`config.mk`:
```
export PLATFORM = sky130hd
export DESIGN_NAME = sha1_byte_stream_hasher
export DESIGN_NICKNAME = d
export VERILOG_FILES = /design/src/sha1bsh_pkg.sv /design/src/sha1bsh_datapath.sv /design/src/sha1bsh_ctrl.sv /design/src/sha1_byte_stream_hasher.sv
export VERILOG_INCLUDE_DIRS = /design/src /design/src/src
export SDC_FILE = /design/constraint.sdc
export NUM_CORES = 2
export LEC_CHECK = 0
export ABC_AREA = 1
export BUFFER_PORTS_ARGS = -buffer_cell sky130_fd_sc_hd__buf_2
export CAP_MARGIN = 20
export CORE_ASPECT_RATIO = 2
export CORE_MARGIN = 4
export CORE_UTILIZATION = 55
export DETAILED_ROUTE_END_ITERATION = 10
export GPL_TIMING_DRIVEN = 0
export PLACE_DENSITY_LB_ADDON = 0.3
export SLEW_MARGIN = 5
export SYNTH_ARGS = -nofsm -noshare
export SYNTH_HDL_FRONTEND = slang
export SYNTH_SLANG_ARGS = --single-unit
```
`constraint.sdc`:
```
create_clock -name clk -period 24.4 [get_ports clk]
set_input_delay 2.44 -clock clk [delete_from_list [all_inputs] [get_ports clk]]
set_output_delay 2.44 -clock clk [all_outputs]
set_load 0.01 [all_outputs]
```
`src/sha1_byte_stream_hasher_defines.svh`:
```
// Assertion macros shared by the SHA-1 byte stream hasher.
`ifndef SHA1_BYTE_STREAM_HASHER_DEFINES_SVH
`define SHA1_BYTE_STREAM_HASHER_DEFINES_SVH

// The condition must hold in the same cycle as the trigger.
`define SBH_ASSERT_NOW(lbl, ante, cons) \
	lbl: assert property (@(posedge clk) disable iff (!arst_n) (ante) |-> (cons)) \
		else $error("sha1bsh: same-cycle check failed");

// The condition must hold in the cycle after the trigger.
`define SBH_ASSERT_NEXT(lbl, ante, cons) \
	lbl: assert property (@(posedge clk) disable iff (!arst_n) (ante) |=> (cons)) \
		else $error("sha1bsh: next-cycle check failed");

`endif

```
`src/sha1bsh_pkg.sv`:
```
// Types and constants shared by the SHA-1 byte stream hasher modules.
`default_nettype none
package sha1bsh_pkg;

	localparam int unsigned ROUNDS   = 80;
	localparam int unsigned RND_W    = 7;
	localparam int unsigned FILL_W   = 6;
	localparam int unsigned LCNT_W   = 3;
	localparam int unsigned BLK_BITS = 512;

	localparam logic [FILL_W-1:0] FILL_LAST   = 6'd63;
	localparam logic [FILL_W-1:0] FILL_LENPOS = 6'd56;
	localparam logic [LCNT_W-1:0] LCNT_LAST   = 3'd7;
	localparam logic [RND_W-1:0]  RND_LAST    = 7'(ROUNDS - 1);
	localparam logic [63:0]       LEN_WRAP    = 64'hFFFF_FFFF_FFFF_FFF8;
	localparam logic [7:0]        PAD_BYTE    = 8'h80;

	localparam logic [31:0] INIT_H [5] = '{
		32'h6745_2301, 32'hEFCD_AB89, 32'h98BA_DCFE, 32'h1032_5476, 32'hC3D2_E1F0
	};
	localparam logic [31:0] ROUND_K [4] = '{
		32'h5A82_7999, 32'h6ED9_EBA1, 32'h8F1B_BCDC, 32'hCA62_C1D6
	};

	typedef enum logic [1:0] {
		CMD_APPEND  = 2'd0,
		CMD_FINISH  = 2'd1,
		CMD_RESTART = 2'd2
	} req_cmd_t;

	typedef enum logic [1:0] {
		SEL_DATA,
		SEL_PAD,
		SEL_ZERO,
		SEL_LEN
	} byte_sel_t;

	typedef enum logic [2:0] {
		ST_IDLE,
		ST_PAD_ONE,
		ST_PAD_ZERO,
		ST_PAD_LEN,
		ST_ROUND,
		ST_FINAL,
		ST_EMIT
	} state_t;

	typedef struct packed {
		logic      shift_en;
		byte_sel_t byte_sel;
		logic      count_len;
		logic      round_en;
		logic      final_en;
		logic      restart;
		logic      out_load;
		logic      out_zero;
	} ctrl_cmd_t;

	typedef struct packed {
		logic fill_last;
		logic fill_at_len;
		logic len_last;
		logic round_last;
		logic len_wrap;
		logic out_free;
	} dp_stat_t;

endpackage
`default_nettype wire

```
`src/sha1bsh_datapath.sv`:
```
// Datapath: block shift register, length counter, round logic, chaining words and result register.
`default_nettype none
module sha1bsh_datapath (
	input  wire logic                  clk,
	input  wire logic                  arst_n,
	input  wire logic [7:0]            data_byte,
	input  sha1bsh_pkg::ctrl_cmd_t     ctl,
	output sha1bsh_pkg::dp_stat_t      stat,
	input  wire logic                  rsp_stall,
	output logic                       rsp_valid,
	output logic [31:0]                digest_word0,
	output logic [31:0]                digest_word1,
	output logic [31:0]                digest_word2,
	output logic [31:0]                digest_word3,
	output logic [31:0]                digest_word4,
	output logic                       ok
);
	import sha1bsh_pkg::*;

	logic [BLK_BITS-1:0] blk_q;
	logic [FILL_W-1:0]   fill_q;
	logic [63:0]         len_q;
	logic [LCNT_W-1:0]   lcnt_q;
	logic [RND_W-1:0]    rnd_q;
	logic [31:0]         h_q [5];
	logic [31:0]         v_q [5];
	logic [31:0]         dig_q [5];
	logic                ok_q;
	logic                rsp_valid_q;

	logic [7:0]  in_byte;
	logic [7:0]  len_byte;
	logic [31:0] w_new;
	logic [31:0] f_val;
	logic [31:0] k_val;
	logic [31:0] t_val;
	logic [31:0] sum [5];

	assign len_byte = len_q[{~lcnt_q, 3'b000} +: 8];

	always_comb begin
		case (ctl.byte_sel)
			SEL_DATA: in_byte = data_byte;
			SEL_PAD:  in_byte = PAD_BYTE;
			SEL_ZERO: in_byte = 8'h00;
			SEL_LEN:  in_byte = len_byte;
			default:  in_byte = 8'h00;
		endcase
	end

	always_comb begin
		logic [31:0] x;
		x = blk_q[95:64] ^ blk_q[255:224] ^ blk_q[447:416] ^ blk_q[511:480];
		w_new = {x[30:0], x[31]};
	end

	always_comb begin
		if (rnd_q inside {[7'd0:7'd19]}) begin
			f_val = (v_q[1] & v_q[2]) | (~v_q[1] & v_q[3]);
			k_val = ROUND_K[0];
		end else if (rnd_q inside {[7'd20:7'd39]}) begin
			f_val = v_q[1] ^ v_q[2] ^ v_q[3];
			k_val = ROUND_K[1];
		end else if (rnd_q inside {[7'd40:7'd59]}) begin
			f_val = (v_q[1] & v_q[2]) | (v_q[1] & v_q[3]) | (v_q[2] & v_q[3]);
			k_val = ROUND_K[2];
		end else begin
			f_val = v_q[1] ^ v_q[2] ^ v_q[3];
			k_val = ROUND_K[3];
		end
		t_val = {v_q[0][26:0], v_q[0][31:27]} + f_val + v_q[4] + blk_q[511:480] + k_val;
	end

	always_comb begin
		for (int i = 0; i < 5; i++) begin
			sum[i] = h_q[i] + v_q[i];
		end
	end

	always_ff @(posedge clk) begin
		if (ctl.shift_en) begin
			blk_q <= {blk_q[BLK_BITS-9:0], in_byte};
		end else if (ctl.round_en) begin
			blk_q <= {blk_q[BLK_BITS-33:0], w_new};
		end
	end

	always_ff @(posedge clk or negedge arst_n) begin
		if (!arst_n) begin
			fill_q <= '0;
			len_q  <= '0;
			lcnt_q <= '0;
			rnd_q  <= '0;
			for (int i = 0; i < 5; i++) begin
				h_q[i] <= INIT_H[i];
				v_q[i] <= INIT_H[i];
			end
		end else if (ctl.restart) begin
			fill_q <= '0;
			len_q  <= '0;
			lcnt_q <= '0;
			rnd_q  <= '0;
			for (int i = 0; i < 5; i++) begin
				h_q[i] <= INIT_H[i];
				v_q[i] <= INIT_H[i];
			end
		end else begin
			if (ctl.shift_en) begin
				fill_q <= fill_q + 1'b1;
			end
			if (ctl.count_len) begin
				len_q <= len_q + 64'd8;
			end
			if (ctl.shift_en && ctl.byte_sel == SEL_LEN) begin
				lcnt_q <= lcnt_q + 1'b1;
			end
			if (ctl.round_en) begin
				rnd_q   <= (rnd_q == RND_LAST) ? '0 : rnd_q + 1'b1;
				v_q[0] <= t_val;
				v_q[1] <= v_q[0];
				v_q[2] <= {v_q[1][1:0], v_q[1][31:2]};
				v_q[3] <= v_q[2];
				v_q[4] <= v_q[3];
			end else if (ctl.final_en) begin
				for (int i = 0; i < 5; i++) begin
					h_q[i] <= sum[i];
					v_q[i] <= sum[i];
				end
			end
		end
	end

	always_ff @(posedge clk) begin
		if (ctl.out_load) begin
			for (int i = 0; i < 5; i++) begin
				dig_q[i] <= ctl.out_zero ? 32'h0 : h_q[i];
			end
			ok_q <= ~ctl.out_zero;
		end
	end

	always_ff @(posedge clk or negedge arst_n) begin
		if (!arst_n) begin
			rsp_valid_q <= 1'b0;
		end else if (ctl.out_load) begin
			rsp_valid_q <= 1'b1;
		end else if (!rsp_stall) begin
			rsp_valid_q <= 1'b0;
		end
	end

	assign stat.fill_last   = (fill_q == FILL_LAST);
	assign stat.fill_at_len = (fill_q == FILL_LENPOS);
	assign stat.len_last    = (lcnt_q == LCNT_LAST);
	assign stat.round_last  = (rnd_q == RND_LAST);
	assign stat.len_wrap    = (len_q == LEN_WRAP);
	assign stat.out_free    = ~rsp_valid_q | ~rsp_stall;

	assign rsp_valid    = rsp_valid_q;
	assign digest_word0 = dig_q[0];
	assign digest_word1 = dig_q[1];
	assign digest_word2 = dig_q[2];
	assign digest_word3 = dig_q[3];
	assign digest_word4 = dig_q[4];
	assign ok           = ok_q;

endmodule
`default_nettype wire

```
`src/sha1bsh_ctrl.sv`:
```
// Controller: state machine that sequences byte intake, padding, rounds and result delivery.
`default_nettype none
`include "sha1_byte_stream_hasher_defines.svh"
module sha1bsh_ctrl (
	input  wire logic             clk,
	input  wire logic             arst_n,
	input  wire logic             req_valid,
	input  wire logic [1:0]       cmd,
	output logic                  req_stall,
	input  sha1bsh_pkg::dp_stat_t stat,
	output sha1bsh_pkg::ctrl_cmd_t ctl
);
	import sha1bsh_pkg::*;

	state_t state_q;
	state_t state_d;
	logic   done_q;
	logic   error_q;
	logic   finishing_q;
	logic   len_done_q;
	logic   accept;

	assign accept    = req_valid && (state_q == ST_IDLE);
	assign req_stall = (state_q != ST_IDLE);

	always_comb begin
		state_d = state_q;
		case (state_q)
			ST_IDLE: begin
				if (accept) begin
					if (cmd == CMD_APPEND) begin
						if (!done_q && !error_q && stat.fill_last) begin
							state_d = ST_ROUND;
						end
					end else if (cmd == CMD_FINISH) begin
						state_d = (done_q || error_q) ? ST_EMIT : ST_PAD_ONE;
					end
				end
			end
			ST_PAD_ONE: begin
				state_d = stat.fill_last ? ST_ROUND : ST_PAD_ZERO;
			end
			ST_PAD_ZERO: begin
				if (stat.fill_at_len) begin
					state_d = ST_PAD_LEN;
				end else if (stat.fill_last) begin
					state_d = ST_ROUND;
				end
			end
			ST_PAD_LEN: begin
				if (stat.len_last) begin
					state_d = ST_ROUND;
				end
			end
			ST_ROUND: begin
				if (stat.round_last) begin
					state_d = ST_FINAL;
				end
			end
			ST_FINAL: begin
				if (len_done_q) begin
					state_d = ST_EMIT;
				end else if (finishing_q) begin
					state_d = ST_PAD_ZERO;
				end else begin
					state_d = ST_IDLE;
				end
			end
			ST_EMIT: begin
				if (stat.out_free) begin
					state_d = ST_IDLE;
				end
			end
			default: state_d = ST_IDLE;
		endcase
	end

	always_comb begin
		ctl = '0;
		ctl.byte_sel = SEL_DATA;
		case (state_q)
			ST_IDLE: begin
				if (accept && cmd == CMD_APPEND && !done_q && !error_q) begin
					ctl.shift_en  = 1'b1;
					ctl.count_len = 1'b1;
				end
				if (accept && cmd == CMD_RESTART) begin
					ctl.restart = 1'b1;
				end
			end
			ST_PAD_ONE: begin
				ctl.shift_en = 1'b1;
				ctl.byte_sel = SEL_PAD;
			end
			ST_PAD_ZERO: begin
				ctl.shift_en = ~stat.fill_at_len;
				ctl.byte_sel = SEL_ZERO;
			end
			ST_PAD_LEN: begin
				ctl.shift_en = 1'b1;
				ctl.byte_sel = SEL_LEN;
			end
			ST_ROUND: ctl.round_en = 1'b1;
			ST_FINAL: ctl.final_en = 1'b1;
			ST_EMIT: begin
				ctl.out_load = stat.out_free;
				ctl.out_zero = error_q;
			end
			default: ctl.byte_sel = SEL_DATA;
		endcase
	end

	always_ff @(posedge clk or negedge arst_n) begin
		if (!arst_n) begin
			state_q     <= ST_IDLE;
			done_q      <= 1'b0;
			error_q     <= 1'b0;
			finishing_q <= 1'b0;
			len_done_q  <= 1'b0;
		end else begin
			state_q <= state_d;
			if (accept && cmd == CMD_RESTART) begin
				done_q      <= 1'b0;
				error_q     <= 1'b0;
				finishing_q <= 1'b0;
				len_done_q  <= 1'b0;
			end else if (accept && cmd == CMD_APPEND) begin
				if (done_q || error_q || stat.len_wrap) begin
					error_q <= 1'b1;
				end
			end else if (accept && cmd == CMD_FINISH && !done_q && !error_q) begin
				finishing_q <= 1'b1;
			end
			if (state_q == ST_PAD_LEN && stat.len_last) begin
				len_done_q <= 1'b1;
			end
			if (state_q == ST_FINAL && len_done_q) begin
				done_q      <= 1'b1;
				finishing_q <= 1'b0;
				len_done_q  <= 1'b0;
			end
		end
	end

	`SBH_ASSERT_NEXT(a_round_to_final, state_q == ST_ROUND && stat.round_last, state_q == ST_FINAL)
	`SBH_ASSERT_NEXT(a_byte_after_done, accept && cmd == CMD_APPEND && done_q, error_q)
	`SBH_ASSERT_NOW(a_len_block_end, state_q == ST_PAD_LEN && stat.len_last, stat.fill_last)
	`SBH_ASSERT_NEXT(a_finish_path, accept && cmd == CMD_FINISH,
		state_q == ST_EMIT || state_q == ST_PAD_ONE)

endmodule
`default_nettype wire

```
`src/sha1_byte_stream_hasher.sv`:
```
// Top level of the SHA-1 byte stream hasher: controller and datapath.
// An append request shifts in one byte; when it completes a block, the 80 rounds and the chaining add follow.
// A finish request pads one byte per cycle up to the block end, holding once at the length position,
// and runs the rounds per block; when more than 55 bytes are pending, the padding spills into a second block.
// A repeated finish or a finish in error goes straight to result delivery; requests are one at a time.
// Reset clears control, loads the initial chaining words; the block buffer is undefined until filled.
`default_nettype none
module sha1_byte_stream_hasher (
	input  wire logic        clk,
	input  wire logic        arst_n,
	input  wire logic        req_valid,
	output logic             req_stall,
	input  wire logic [1:0]  cmd,
	input  wire logic [7:0]  data_byte,
	output logic             rsp_valid,
	input  wire logic        rsp_stall,
	output logic [31:0]      digest_word0,
	output logic [31:0]      digest_word1,
	output logic [31:0]      digest_word2,
	output logic [31:0]      digest_word3,
	output logic [31:0]      digest_word4,
	output logic             ok
);
	import sha1bsh_pkg::*;

	ctrl_cmd_t ctl;
	dp_stat_t  stat;

	sha1bsh_ctrl u_ctrl (
		.clk       (clk),
		.arst_n    (arst_n),
		.req_valid (req_valid),
		.cmd       (cmd),
		.req_stall (req_stall),
		.stat      (stat),
		.ctl       (ctl)
	);

	sha1bsh_datapath u_datapath (
		.clk          (clk),
		.arst_n       (arst_n),
		.data_byte    (data_byte),
		.ctl          (ctl),
		.stat         (stat),
		.rsp_stall    (rsp_stall),
		.rsp_valid    (rsp_valid),
		.digest_word0 (digest_word0),
		.digest_word1 (digest_word1),
		.digest_word2 (digest_word2),
		.digest_word3 (digest_word3),
		.digest_word4 (digest_word4),
		.ok           (ok)
	);

endmodule
`default_nettype wire
```
# == After elaboration in Yosys (flattened, before gate mapping) ==
# Memory sizes are Yosys's and may differ from the RTL's.
# Cells that the tools add are included.
# totals
n_memories,1
out_inout_bits,163
elab_cells,195
inputBits,14
regBits,921
mem_bits_rw,160
# memory_table
name,depth,width,read_ports,rd_ports_with_merged_regs,write_ports,line_no,text
u_datapath.dig_q,5,32,5,0,5,sha1bsh_datapath.sv:27,logic [31:0] dig_q [5];
# op_classes
muxes,66
eq_ne,26
n_addsub,13
n_lt_le_gt_ge,6
n_shift,1
reduce_logical,41
bitwise,19
# ops
cell,n
$mux 512,2
$mux 160,5
$mux 32,10
$add 32x32->32,9
$xor 32x32->32,5
$and 32x32->32,4
$mux 64,2
$or 32x32->32,3
$add 64x4->64 const B,1
$eq 64x64->1 const B,1
$shiftx 64x7->8,1
$mux 3,14
$not 32->32,1
$pmux 8 s4,1
$mux 31,1
$mux 1,21
$mux 7,3
$pmux 3 s7,1
$reduce_bool 2->1,9
$logic_and 1x1->1,16
$le 7x6->1 const B,2
$eq 3x3->1 const B,4
$eq 6x6->1 const B,2
$mux 6,2
30 further kinds,52

# == Longest topological paths before layout ==
# logic_depth
word_depth,12
depth_mapped,32
depth_no_buf,31

# == By module ==
# A second synthesis with hierarchy kept.
# hier_totals
hier_cells,7492
hier_area_um2,63094.3
# by_module_without_submodules
mod,instances,cells_per_inst,seq_area_each_um2,area_per_inst_um2
sha1bsh_datapath,1,7395,30369.1,62477.4
sha1bsh_ctrl,1,97,175.2,616.8

# == Least setup slack after synthesis ==
# No wires, ideal clock.
# synth_timing
path_type,input to register
start,input port req_valid
end,"register u_datapath.blk_q[0], enable pin"
n_path_buf,2
path_slack_ns,8.987
cell_stages,8
required_time_ns,20.768
t_arrival_ns,11.781
setup_ns,3.632
cell_sequence,inv_1 -> nor2_8 -> nand3_4 -> nand4_2 -> inv_2 -> buf_2 -> clkbuf_1 -> nand2_1
# synth_via
elab_chain_len,7
# synth_lines
item,line_no,text
start: declaration,sha1_byte_stream_hasher.sv:11,"input wire logic req_valid,"
$logic_and 1x1->1,sha1bsh_ctrl.sv:23,assign accept = req_valid && (state_q == ST_IDLE);
$logic_and 1x1->1 (3 in a row),sha1bsh_ctrl.sv:83,if (accept && cmd == CMD_APPEND && !done_q && !error_q) begin
$mux 1,sha1bsh_ctrl.sv:83,
$pmux 1 s3,sha1bsh_ctrl.sv:81,case (state_q)
$reduce_bool 2->1 (no line),-,
end signal: assignment,sha1bsh_datapath.sv:82,"blk_q <= {blk_q[BLK_BITS-9:0], in_byte};"
end signal: assignment,sha1bsh_datapath.sv:84,"blk_q <= {blk_q[BLK_BITS-33:0], w_new};"
end: declaration,sha1bsh_datapath.sv:20,logic [BLK_BITS-1:0] blk_q;
# Every way passes these cells.
# A chain may end at the register's enable or synchronous reset.

# == Worst setup path after layout ==
# layout_timing
start,register u_datapath.rnd_q[0]
end,register u_datapath.v_q[147] (netlist name)
# layout_via
elab_chain_len,11
elab_cells_between_ends,21
classes_between,add/sub (4); order compare (6); mux (8); reduce/logical (3)
# layout_lines
item,line_no,text
start: declaration,sha1bsh_datapath.sv:24,logic [RND_W-1:0] rnd_q;
start signal: assignment,sha1bsh_datapath.sv:118,rnd_q <= (rnd_q == RND_LAST) ? '0 : rnd_q + 1'b1;
$ge 7x6->1 / $le 7x6->1 (equally long branches),sha1bsh_datapath.sv:64,end else if (rnd_q inside {[7'd40:7'd59]}) begin
$logic_and 1x1->1,sha1bsh_datapath.sv:64,
$mux 32,sha1bsh_datapath.sv:64,
$mux 32,sha1bsh_datapath.sv:61,end else if (rnd_q inside {[7'd20:7'd39]}) begin
$mux 32,sha1bsh_datapath.sv:58,if (rnd_q inside {[7'd0:7'd19]}) begin
$add 32x32->32 (3 in a row),sha1bsh_datapath.sv:71,"t_val = {v_q[0][26:0], v_q[0][31:27]} + f_val + v_q[4] + blk_q[511:480] + k_val;"
$add 32x32->32 (*),sha1bsh_datapath.sv:71,
$mux 160 (*),sha1bsh_datapath.sv:117,if (ctl.round_en) begin
$mux 160 (*),sha1bsh_datapath.sv:98,end else if (ctl.restart) begin
end signal: indexed assignment,sha1bsh_datapath.sv:96,v_q[i] <= INIT_H[i];
end signal: indexed assignment,sha1bsh_datapath.sv:105,v_q[i] <= INIT_H[i];
end signal: indexed assignment,sha1bsh_datapath.sv:127,v_q[i] <= sum[i];
end: declaration,sha1bsh_datapath.sv:26,logic [31:0] v_q [5];
# Every way passes the cells marked *; elsewhere a longest branch is shown, timed or not.

==> reports/results.ini <==
[outcome]
status=completed

[setup_path]
arrival_ps=8630
crit_fanout=10
crit_required_ps=25040
r2r_start=u_datapath.rnd_q[0]$_DFFE_PN0P_
cp-start-kind=flip-flop
crit_type=reg2reg
critPathLaunch=u_datapath.rnd_q[0]$_DFFE_PN0P_
end_kind=flip-flop

[finish]
drive_above_1_share_pct=8.33
fill_cells=10300
final_common_cell=nand2_1
area_growth_pct=10.9
finalNetCount=8290
final_cell_mix=2,673 x nand2_1, 954 x inv_1, 673 x edfxtp_1

[grt]
grt_max_degree=108
track_usage_pct=45.1
grt.overflow.total=0
first_global_vias=56800
antenna_found_initial=15
grt_pass1_wl_um=386000

[drt]
via_count=57200
avgRoutedWirePerCell_um=28.3
drtPass1Iterations=8
vias_per_cell=5.98
remaining_drc_errors=0
wirelength_um=271000
drtAntennaViolNets=0
initialDrtViolationCount=5415

[synth]
yosysSeqAreaShare_pct=48.4
syn_inst=7637
yosysUniqueCellTypes=64
ys_warn_count=0
synth_top_family_by_area=simple AND/OR/NAND/NOR gates
synth_edf_count=673
synth-simple-area-share_pct=23.8
synthAdderAreaFrac_pct=7.99
synthTopCellsByArea=edfxtp_1 32%, nand2_1 16%, dfrtp_1 9.7%
synth.top_cell.area_share_pct=32.0
syn-num-nets=7980
syn_area_per_cell_um2=8.27
ys_dominant_reg_cell=edfxtp_1
synth_top_cell_by_area=edfxtp_1
async_flop_share_pct=37.6
synth_compound_area_share_pct=10.1
synth-xor-area-share_pct=2.37
synth.cell_area_um2=63200
ys_ff_latch=1078
synthMuxAreaShare_pct=0

[clock_network]
cts_tree=done
cts_hold_buffers=0
cts-root-buf=clkbuf_16
clk_path_buf_depth=3
cts_max_level=3
cts_made_buffers=97
clkLatencyLatePin_ps=800
cts_sinks=1078
cts_resized=0
path_clk_slew_ps=70
cts_setup_buffers=0

[die]
rows=175
core_um2=114000
die_x_um=248
ioPinCount=177
die_h_um=487
start_util_pct=55.5
fp.dieArea_um2=121000

[timing]
min_period_over_period_pct=32.7
hold_viol=0
slew_violations=0
fin_skew_ps=59.3
tns_ps=0
setup_viol=0
fin_crit_ps=7980
max_freq_ghz=0.125
relSlewSlack_pct=18.6
worstMarginPinSlew_ps=1220
rsz0062_at_grt=false

[worst_hold_path]
hp-class=reg2reg
min-delay-start=u_datapath.h_q[153]$_DFFE_PN1P_

[place]
hpwl_um=213000
gp_congestion=1.11
portBuffers=176

[job]
cap_violations=0

cell families after synthesis:
kind of cell	Yosys count
buffers and inverters	1219
DFF	1078
xor gates and xnor gates	171
adders and majority gates	329
and+or+nand+nor	3707
AOI/OAI and AO/OA	1133
worst max-delay path: stages (launching register included):
cell and delay [ps]:
dfrtp_1 410, ha_1 270, inv_1 90, nand3_1 70
nand2_1 70, nand2_1 250, nand2_1 480, clkbuf_1 910
a21oi_1 70, nor3_1 840, fa_1 560, inv_1 80
fa_1 430, fa_1 440, inv_1 70, ha_1 250
inv_1 90, fa_1 480, o21ai_0 580, nand2_1 140
nand2_1 170, a21oi_1 110, nand2_1 80, nand3_1 530
nand3_1 290, nand2_1 70
path summary, 6_finish.rpt:
| check | slack (ps) | cells after the start | to |
|---|---|---|---|
| min in group asynchronous | 1540 | 1 | u_datapath.h_q[48]$_DFFE_PN0P_ |
| hold reg to reg | 480 | 2 | u_datapath.h_q[153]$_DFFE_PN1P_ |
| max in group asynchronous | 21270 | 3 | u_datapath.len_q[37]$_DFFE_PN0P_ |
| setup / recovery | 16420 | 25 | u_datapath.v_q[147]$_DFFE_PN0P_ |
| setup reg to reg | 16420 | 25 | u_datapath.v_q[147]$_DFFE_PN0P_ |
| hold / removal | 480 | 2 | u_datapath.h_q[153]$_DFFE_PN1P_ |
metal layers:
metal	up-vias	global-route usage, %	wire, um
li1	25500	-	-
met1	27000	41.1	78200
met2	3112	74.3	129000
met3	1455	12.7	21800
met4	6	51.4	41300
met5	-	0	36
synthesized netlist by cell type, drive strengths merged (2+ instances only):
cell type / instances
nand2: 2677
inv: 961
edfxtp: 673
o21ai: 541
nor2: 442
nand3: 339
a21oi: 319
dfrtp: 245
ha: 205
clkbuf: 163
dfstp: 160
fa: 124
xnor2: 118
buf: 92
nor3: 87
nand4: 77
o211ai: 64
xor2: 53
o21bai: 37
nor4: 28
a31oi: 25
a21o: 24
or2: 23
nand3b: 22
o21a: 22
o22ai: 20
o221ai: 17
a211oi: 14
a21boi: 9
a22o: 8
o31ai: 8
a22oi: 4
and2: 4
and3: 4
nor3b: 4
a221oi: 3
a31o: 3
a32o: 3
a32oi: 3
clkinv: 3
o2111ai: 2
o221a: 2
o311ai: 2
per-stage QoR:
stage | instance area [um^2] | hold slack, ps | utilization [%] | setup slack (ps) | cells
2_1_floorplan | 63200 | 443 | - | 8990 | 7637
3_3_place_gp | 65900 | 461 | 57.9 | 3550 | 9317
3_5_place_dp | 66500 | 474 | 58.4 | 17090 | 9341
4_1_cts | 69900 | 482 | 61.4 | 17000 | 9521
5_1_grt | 70000 | 492 | 61.5 | 16120 | 9534
6_report | 70100 | 480 | 61.5 | 16420 | 9550
flip-flops by register name (all words and copies together) (netlist names):
signal / count
u_datapath.rsp_valid: 1
u_datapath.v_q: 160
u_ctrl.error_q: 1
u_datapath.lcnt_q: 3
u_datapath.len_q: 61
u_datapath.ok: 1
u_ctrl.state_q: 3
u_datapath.fill_q: 6
u_ctrl.done_q: 1
u_datapath.dig_q: 160
u_datapath.blk_q: 512
u_datapath.h_q: 160
u_ctrl.len_done_q: 1
u_ctrl.finishing_q: 1
u_datapath.rnd_q: 7
cell type report:
type,instances,area [um^2],area share (%)
flip-flops and latches,1078,30500,43.6
multi-input cells,5340,28000,39.9
inverters,964,3620,5.17
clock buffers,125,2680,3.83
well taps,1504,1880,2.69
repair buffers,211,1550,2.21
plain buffers,255,1070,1.53
clock inverters,55,689,0.984
diodes,18,45.0,0.0643
Power is left out: the tool's default activity adds up to more than one toggle a clock period on the data nets, which glitch-free logic cannot reach.
